## src/rtl/core/gbcc_pkg.sv

```systemverilog
// Shared types and byte-range constants for the GB18030 character counter.
`timescale 1ns / 1ps

package gbcc_pkg;

    localparam int unsigned BYTE_W = 8;
    localparam int unsigned OUT_W  = 16;

    // Byte ranges of the GB18030 code structure
    localparam logic [BYTE_W-1:0] ASCII_HI = 8'h80;
    localparam logic [BYTE_W-1:0] LEAD_LO  = 8'h81;
    localparam logic [BYTE_W-1:0] LEAD_HI  = 8'hFE;
    localparam logic [BYTE_W-1:0] TRAIL_LO = 8'h40;
    localparam logic [BYTE_W-1:0] DIGIT_LO = 8'h30;
    localparam logic [BYTE_W-1:0] DIGIT_HI = 8'h39;

    typedef enum logic [1:0] {
        PH_LEAD   = 2'd0,
        PH_SECOND = 2'd1,
        PH_THIRD  = 2'd2,
        PH_FOURTH = 2'd3
    } phase_t;

    // Per-byte decode result handed from the classifier to the counters
    typedef struct packed {
        phase_t phase_next;
        logic   third_ok_next;
        logic   ascii_inc;
        logic   double_inc;
        logic   four_inc;
        logic   error_inc;
    } cls_t;

endpackage

```

## src/rtl/core/gbcc_stream_if.sv

```systemverilog
// Valid/ready channel interfaces for the byte input and the count result.
`timescale 1ns / 1ps

interface gbcc_byte_if;
    logic                           valid;
    logic                           ready;
    logic [gbcc_pkg::BYTE_W-1:0]    byte_value;
    logic                           last_byte;

    modport source (output valid, output byte_value, output last_byte, input ready);
    modport sink   (input valid, input byte_value, input last_byte, output ready);
endinterface

interface gbcc_count_if;
    logic                           valid;
    logic                           ready;
    logic [gbcc_pkg::OUT_W-1:0]     ascii_count;
    logic [gbcc_pkg::OUT_W-1:0]     double_byte_count;
    logic [gbcc_pkg::OUT_W-1:0]     four_byte_count;
    logic [gbcc_pkg::OUT_W-1:0]     display_width;
    logic [gbcc_pkg::OUT_W-1:0]     error_count;

    modport source (output valid, output ascii_count, output double_byte_count,
                    output four_byte_count, output display_width, output error_count,
                    input ready);
    modport sink   (input valid, input ascii_count, input double_byte_count,
                    input four_byte_count, input display_width, input error_count,
                    output ready);
endinterface

```

## src/rtl/core/gbcc_classify.sv

```systemverilog
// Combinational GB18030 sequence decoder: next phase and count increments per byte.
`timescale 1ns / 1ps

module gbcc_classify
(
    input  gbcc_pkg::phase_t            phase,
    input  logic                        third_ok,
    input  logic [gbcc_pkg::BYTE_W-1:0] byte_value,
    input  logic                        last_byte,
    output gbcc_pkg::cls_t              cls
);

    logic is_lead;
    logic is_trail;
    logic is_digit;
    gbcc_pkg::phase_t phase_next;
    logic third_ok_next;

    assign is_lead  = byte_value inside {[gbcc_pkg::LEAD_LO : gbcc_pkg::LEAD_HI]};
    assign is_trail = byte_value inside {[gbcc_pkg::TRAIL_LO : gbcc_pkg::LEAD_HI]};
    assign is_digit = byte_value inside {[gbcc_pkg::DIGIT_LO : gbcc_pkg::DIGIT_HI]};

    // Next phase and third-byte flag
    always_comb
    begin
        phase_next    = gbcc_pkg::PH_LEAD;
        third_ok_next = third_ok;
        case (phase)
            gbcc_pkg::PH_LEAD:
            begin
                phase_next = is_lead ? gbcc_pkg::PH_SECOND : gbcc_pkg::PH_LEAD;
            end
            gbcc_pkg::PH_SECOND:
            begin
                if (!is_trail && is_digit)
                begin
                    phase_next = gbcc_pkg::PH_THIRD;
                end
            end
            gbcc_pkg::PH_THIRD:
            begin
                phase_next    = gbcc_pkg::PH_FOURTH;
                third_ok_next = is_lead;
            end
            gbcc_pkg::PH_FOURTH:
            begin
                third_ok_next = 1'b0;
            end
            default:
            begin
                phase_next = gbcc_pkg::PH_LEAD;
            end
        endcase
    end

    // Count increments; a sequence left open by the final byte is one more error
    always_comb
    begin
        cls               = '0;
        cls.phase_next    = phase_next;
        cls.third_ok_next = third_ok_next;
        case (phase)
            gbcc_pkg::PH_LEAD:
            begin
                cls.ascii_inc = (byte_value <= gbcc_pkg::ASCII_HI);
                cls.error_inc = (byte_value > gbcc_pkg::LEAD_HI);
            end
            gbcc_pkg::PH_SECOND:
            begin
                cls.double_inc = is_trail;
                cls.error_inc  = !is_trail && !is_digit;
            end
            gbcc_pkg::PH_THIRD:
            begin
                cls.error_inc = 1'b0;
            end
            gbcc_pkg::PH_FOURTH:
            begin
                cls.four_inc  = third_ok && is_digit;
                cls.error_inc = !(third_ok && is_digit);
            end
            default:
            begin
                cls.error_inc = 1'b0;
            end
        endcase
        if (last_byte && (phase_next != gbcc_pkg::PH_LEAD))
        begin
            cls.error_inc = 1'b1;
        end
    end

endmodule

```

## src/rtl/core/gb18030_char_counter.sv

```systemverilog
// Top level of the GB18030 character counter: input register, decode, counters, result register.
`timescale 1ns / 1ps

// GB18030 character counter.
// Channel "bytes" (sink) carries one raw text byte per transaction, with
// last_byte marking the final byte of a string. Channel "counts" (source)
// carries one transaction per string: ASCII, two-byte and four-byte
// character counts, display width (1 column per ASCII, 2 per wide char)
// and the count of bad or cut-off sequences. All counters saturate at
// their all-ones value; after each result the counters start from zero.
// Throughput: one byte per cycle while no final byte waits on a stalled
// receiver, set by the single decode-and-count step between the input
// register and the counter/result registers. A result is registered: the
// final byte's transaction loads the input register, and the result
// register loads from it once the result register is free.
// Reset clears the sequence state, the counters and both valid flags.
// When the receiver stalls, the held result stays put; bytes that are not
// final keep flowing, and a final byte waits in the input register, holding
// bytes.ready low, until the result register frees up.
module gb18030_char_counter
#(
    parameter int unsigned COUNT_WIDTH = 16
)
(
    input  logic                clk,
    input  logic                rst_n,
    gbcc_byte_if.sink           bytes,
    gbcc_count_if.source        counts
);

    localparam int unsigned CW = COUNT_WIDTH;
    localparam logic [CW-1:0] CNT_MAX = {CW{1'b1}};

    // Input register
    logic                           in_valid_reg;
    logic [gbcc_pkg::BYTE_W-1:0]    byte_reg;
    logic                           last_reg;

    // Sequence state and running counters
    gbcc_pkg::phase_t               phase_reg;
    logic                           third_ok_reg;
    logic [CW-1:0]                  ascii_reg;
    logic [CW-1:0]                  double_reg;
    logic [CW-1:0]                  four_reg;
    logic [CW-1:0]                  width_reg;
    logic [CW-1:0]                  error_reg;

    logic [CW-1:0]                  ascii_next;
    logic [CW-1:0]                  double_next;
    logic [CW-1:0]                  four_next;
    logic [CW-1:0]                  width_next;
    logic [CW-1:0]                  error_next;
    logic [1:0]                     width_inc;

    // Result register
    logic                           out_valid_reg;
    logic [gbcc_pkg::OUT_W-1:0]     ascii_out_reg;
    logic [gbcc_pkg::OUT_W-1:0]     double_out_reg;
    logic [gbcc_pkg::OUT_W-1:0]     four_out_reg;
    logic [gbcc_pkg::OUT_W-1:0]     width_out_reg;
    logic [gbcc_pkg::OUT_W-1:0]     error_out_reg;

    gbcc_pkg::cls_t                 cls;
    logic                           advance;
    logic                           accept;

    function automatic logic [CW-1:0] sat_add(input logic [CW-1:0] v, input logic [1:0] inc);
        logic [CW:0] sum;
        begin
            sum = {1'b0, v} + (CW + 1)'(inc);
            sat_add = (sum > {1'b0, CNT_MAX}) ? CNT_MAX : sum[CW-1:0];
        end
    endfunction

    // A non-final byte never needs the result register; a final one waits
    // until the previous result is gone or leaving this cycle.
    assign advance     = in_valid_reg && (!last_reg || !out_valid_reg || counts.ready);
    assign bytes.ready = !in_valid_reg || advance;
    assign accept      = bytes.valid && bytes.ready;

    gbcc_classify u_classify
    (
        .phase      (phase_reg),
        .third_ok   (third_ok_reg),
        .byte_value (byte_reg),
        .last_byte  (last_reg),
        .cls        (cls)
    );

    always_comb
    begin
        if (cls.ascii_inc)
        begin
            width_inc = 2'd1;
        end
        else if (cls.double_inc || cls.four_inc)
        begin
            width_inc = 2'd2;
        end
        else
        begin
            width_inc = 2'd0;
        end
        ascii_next  = sat_add(ascii_reg,  {1'b0, cls.ascii_inc});
        double_next = sat_add(double_reg, {1'b0, cls.double_inc});
        four_next   = sat_add(four_reg,   {1'b0, cls.four_inc});
        width_next  = sat_add(width_reg,  width_inc);
        error_next  = sat_add(error_reg,  {1'b0, cls.error_inc});
    end

    // Hold the incoming byte
    always_ff @(posedge clk or negedge rst_n)
    begin
        if (!rst_n)
        begin
            in_valid_reg <= 1'b0;
        end
        else if (accept)
        begin
            in_valid_reg <= 1'b1;
        end
        else if (advance)
        begin
            in_valid_reg <= 1'b0;
        end
    end

    always_ff @(posedge clk)
    begin
        if (accept)
        begin
            byte_reg <= bytes.byte_value;
            last_reg <= bytes.last_byte;
        end
    end

    // Advance sequence state and counters; clear everything after a final byte
    always_ff @(posedge clk or negedge rst_n)
    begin
        if (!rst_n)
        begin
            phase_reg    <= gbcc_pkg::PH_LEAD;
            third_ok_reg <= 1'b0;
            ascii_reg    <= '0;
            double_reg   <= '0;
            four_reg     <= '0;
            width_reg    <= '0;
            error_reg    <= '0;
        end
        else if (advance)
        begin
            if (last_reg)
            begin
                phase_reg    <= gbcc_pkg::PH_LEAD;
                third_ok_reg <= 1'b0;
                ascii_reg    <= '0;
                double_reg   <= '0;
                four_reg     <= '0;
                width_reg    <= '0;
                error_reg    <= '0;
            end
            else
            begin
                phase_reg    <= cls.phase_next;
                third_ok_reg <= cls.third_ok_next;
                ascii_reg    <= ascii_next;
                double_reg   <= double_next;
                four_reg     <= four_next;
                width_reg    <= width_next;
                error_reg    <= error_next;
            end
        end
    end

    // Result register: load on a final byte, drop once taken
    always_ff @(posedge clk or negedge rst_n)
    begin
        if (!rst_n)
        begin
            out_valid_reg <= 1'b0;
        end
        else if (advance && last_reg)
        begin
            out_valid_reg <= 1'b1;
        end
        else if (counts.ready)
        begin
            out_valid_reg <= 1'b0;
        end
    end

    always_ff @(posedge clk)
    begin
        if (advance && last_reg)
        begin
            ascii_out_reg  <= gbcc_pkg::OUT_W'(ascii_next);
            double_out_reg <= gbcc_pkg::OUT_W'(double_next);
            four_out_reg   <= gbcc_pkg::OUT_W'(four_next);
            width_out_reg  <= gbcc_pkg::OUT_W'(width_next);
            error_out_reg  <= gbcc_pkg::OUT_W'(error_next);
        end
    end

    assign counts.valid             = out_valid_reg;
    assign counts.ascii_count       = ascii_out_reg;
    assign counts.double_byte_count = double_out_reg;
    assign counts.four_byte_count   = four_out_reg;
    assign counts.display_width     = width_out_reg;
    assign counts.error_count       = error_out_reg;

endmodule

```

## src/flat_wrapper.sv

```systemverilog
// flat-port wrapper written by rule: the top's interface ports become plain ports
module gb18030_char_counter_flat 
#(
    parameter int unsigned COUNT_WIDTH = 16
)
  (clk, rst_n, bytes_valid, bytes_byte_value, bytes_last_byte, bytes_ready, counts_valid, counts_ascii_count, counts_double_byte_count, counts_four_byte_count, counts_display_width, counts_error_count, counts_ready);
  gbcc_byte_if bytes_i ();
  gbcc_count_if counts_i ();
  input  logic clk;
  input  logic rst_n;
  input wire logic [$bits(bytes_i.valid)-1:0] bytes_valid;
  input wire logic [$bits(bytes_i.byte_value)-1:0] bytes_byte_value;
  input wire logic [$bits(bytes_i.last_byte)-1:0] bytes_last_byte;
  output wire logic [$bits(bytes_i.ready)-1:0] bytes_ready;
  output wire logic [$bits(counts_i.valid)-1:0] counts_valid;
  output wire logic [$bits(counts_i.ascii_count)-1:0] counts_ascii_count;
  output wire logic [$bits(counts_i.double_byte_count)-1:0] counts_double_byte_count;
  output wire logic [$bits(counts_i.four_byte_count)-1:0] counts_four_byte_count;
  output wire logic [$bits(counts_i.display_width)-1:0] counts_display_width;
  output wire logic [$bits(counts_i.error_count)-1:0] counts_error_count;
  input wire logic [$bits(counts_i.ready)-1:0] counts_ready;
  assign bytes_i.valid = bytes_valid;
  assign bytes_i.byte_value = bytes_byte_value;
  assign bytes_i.last_byte = bytes_last_byte;
  assign bytes_ready = bytes_i.ready;
  assign counts_valid = counts_i.valid;
  assign counts_ascii_count = counts_i.ascii_count;
  assign counts_double_byte_count = counts_i.double_byte_count;
  assign counts_four_byte_count = counts_i.four_byte_count;
  assign counts_display_width = counts_i.display_width;
  assign counts_error_count = counts_i.error_count;
  assign counts_i.ready = counts_ready;
  gb18030_char_counter #(.COUNT_WIDTH(COUNT_WIDTH)) u_core (.clk(clk), .rst_n(rst_n), .bytes(bytes_i), .counts(counts_i));
endmodule
```

## config.mk

```make
export PLATFORM = sky130hd
export DESIGN_NAME = gb18030_char_counter_flat
export DESIGN_NICKNAME = d
export VERILOG_FILES = /design/src/rtl/core/gbcc_pkg.sv /design/src/rtl/core/gbcc_stream_if.sv /design/src/rtl/core/gbcc_classify.sv /design/src/rtl/core/gb18030_char_counter.sv /design/src/flat_wrapper.sv
export SDC_FILE = /design/constraint.sdc
export NUM_CORES = 1
export LEC_CHECK = 0
export BUFFER_PORTS_ARGS = -buffer_cell sky130_fd_sc_hd__buf_4
export CORE_MARGIN = 5
export CORE_UTILIZATION = 53
export CTS_CLUSTER_SIZE = 20
export DETAILED_ROUTE_END_ITERATION = 12
export PLACE_DENSITY = 0.76
export SYNTH_ARGS = -nofsm -noshare
export SYNTH_HDL_FRONTEND = slang
export SYNTH_SLANG_ARGS = --single-unit
```

## constraint.sdc

```tcl
create_clock -name clk -period 4 [get_ports clk]
set_clock_uncertainty 0.15 [all_clocks]
set_input_delay 0.4 -clock clk [delete_from_list [all_inputs] [get_ports clk]]
set_output_delay 0.4 -clock clk [all_outputs]
set_load 0.01 [all_outputs]
```

==> qor.yml <==
outcome: "complete, no violations"
layout_setup_ws_ns: 0.336
h-tree-depth: 4
vias: 6558
worst_slew_pin_slew_ns: 0.937
post-place-ws_ns: 0.288
cts.clk_slew.worst_paths_ns: 0.06
nets: 917
rows: 46
startpoint_type: "register"
drt_wl_total_um: 19000
synth_enable_flop_cells: 89
ys.flop_type: "edfxtp_1"
relSlewSlack: 0.376
synthArstFlopShare: 0.489
synth-simple-area-share: 0.152
clock-sinks: 174
insertion_delay_ns: 0.43
area_growth_pct: 18.2
ir_drop_mv: 0.303
core_um2: 15900
syn-num-nets: 832
cts_setup_buffers: 0
grt_pass1_wl_um: 31400
post_drt_via_cell_ratio: 5.84
drc: 0
final_cells: 1122
die_h_um: 137
grt_max_degree: 92
layout_min_cycle_time_ns: 3.66
power_density_nw_per_um2: 401
n_fill_cell: 1308
gp_congestion: 0.856
synthAdderAreaFrac: 0.0170
wire_per_inst_um: 16.9
grt_pass1_vias: 6237
antennaDiodeCount: 0
holdWs_ns: 0.0172
p_leak_nw: 4.46
crit_required_ns: 4.21
synthXorXnorAreaFrac: 0.0369
cts_root_buf: "clkbuf_16"
timing.fmax_mhz: 273
antenna_found_initial: 0
muxShareOfSynthArea: 0.00760
arrival_ns: 3.87
cap_violations: 0
setup_viol: 0
cp_max_fo: 18
finalHoldViolations: 0
drt_iter0_drc: 585
synth-warning-count: 0
synth_area_um2: 8560
place_hpwl_um: 12000
timing.final.crit_share: 0.916
syn_avg_cell_area_um2: 10.6
hold_path.class: "primary input to register"
cts_tree: "yes"
seq_power_share: 0.499
yosysUniqueCellTypes: 61
multi_input_area_um2: 3450
power.net_switching_w: 0.000947
synth-seq-cells: 174
layout-drive-gt1-share: 0.188
start_util: 0.539
slew_viol_final: 0
synth_top_family_by_area: "compound AO/OA/AOI/OAI gates"
p_int_w: 0.00311
numCtsBuffers: 17
globalRouteOverflowTotal: 0
place.port_buffers: 94
ff_latch_area_um2: 4800
finalPower_w: 0.00406
synth_compound_area_frac: 0.188
worst-setup-path-type: "register to register"
syn-instance-count: 808
sw_frac_of_total: 0.233
endpoint_kind: "register"
ys_seq_area_frac: 0.561
final_antenna_net_count: 0
clk_path_buf_depth: 2
tns_ns: 0
grt_usage: 0.212
comb_power_share: 0.095
design.portCount: 95
design.die.area_um2: 18800
dp_cells: 1079
die_w_um: 137
rsz0062_at_grt: "no"
p_clk_frac: 0.406
dr.pass1.iters: 5
layer usage:
metal	wire length, um	part of all wire	vias to the layer above	GRT usage
met5	0	0	-	0
met4	368	0.019	0	0.0787
li1	-	-	3163	-
met2	9330	0.49	167	0.341
met1	8460	0.45	3199	0.287
met3	819	0.043	29	0.0404
cells in the mapped netlist (10+ instances only):
master,instances,area (um2)
a21oi_1,78,390
nand4_1,10,62.6
a31o_2,17,149
nand3_1,29,145
nor3_1,17,85.1
xnor2_1,27,236
nand2b_1,12,75.1
ha_1,10,125
inv_1,19,71.3
dfrtp_1,85,2130
nor2_1,47,176
a22o_1,16,140
nand2_1,76,285
and3_1,29,181
o21ai_0,55,275
edfxtp_1,89,2670
clkbuf_1,40,150
a31oi_1,19,119
through the flow:
| step | cell area [um2] | utilization |
|---|---|---|
| after floorplan | 8560 | - |
| after global placement | 9410 | 0.593 |
| after detailed placement | 9410 | 0.593 |
| after CTS | 10100 | 0.635 |
| after global routing | 10100 | 0.637 |
| final | 10100 | 0.637 |
kinds of logic after synthesis:
logic type / Yosys count
multiplexers: 6
AO/OA/AOI/OAI: 249
flip-flops: 174
adder cells (fa/ha/maj): 11
AND/OR/NAND/NOR: 258
XOR/XNOR: 36
buffers and inverters: 74
cell usage in the layout, fill, tap and decap left out, drive strengths merged, types with 27 or more instances in the layout:
cell,netlist,final
buf,13,109
edfxtp,89,89
dfrtp,85,85
a21oi,78,78
nand2,76,76
o21ai,55,55
nor2,47,47
and3,29,29
nand3,29,29
xnor2,27,27
cell type report:
type	instances	area share
sequential	174	0.474
multi-input combinational	560	0.341
timing repair buffer	120	0.0930
clock buffer	19	0.0428
tap	216	0.0267
clock inverter	13	0.0146
inverter	20	0.00754
worst max-delay path: stages (launching register included):
cell      delay, ns
edfxtp_1       0.42
nor2_1         0.28
nand4b_1       0.21
mux2i_1        0.23
o21ai_0        0.14
o21ai_0        0.10
ha_1           0.22
ha_1           0.26
nand4_1        0.24
nor4_4         0.42
nand3_1        0.26
buf_4          0.27
a31o_2         0.26
a21oi_1        0.13
worst paths after layout:
| check | from | endpoint | slack, ns | cells after the start |
|---|---|---|---|---|
| worst max-delay path | u_core.byte_reg[7] | u_core.error_reg[4] | 0.34 | 13 |
| worst min-delay path | bytes_valid | u_core.in_valid_reg | 0.02 | 2 |
| worst max register to register | u_core.byte_reg[7] | u_core.error_reg[4] | 0.34 | 13 |
| worst min register to register | u_core.width_reg[0] | u_core.width_reg[0] | 0.37 | 1 |
| max in group asynchronous | rst_n | u_core.error_reg[13] | 2.59 | 3 |
| min in group asynchronous | rst_n | u_core.double_reg[4] | 0.32 | 2 |
repair_timing:
item	in CTS	in global routing
gates resized for setup	0	2
hold buffers	9	2
hold endpoints to repair	40	2
setup endpoints to repair	0	5
power by group through the flow:
stage               clock [W]  sequential [W]  combinational [W]
floorplan                   0         0.00208           0.000177
global placement            0         0.00206           0.000375
detailed placement          0         0.00206           0.000384
CTS                   0.00168         0.00203           0.000391
global route          0.00176         0.00203           0.000431
finish                0.00165         0.00203           0.000386
No activity file was read; power rests on OpenSTA's default activity.
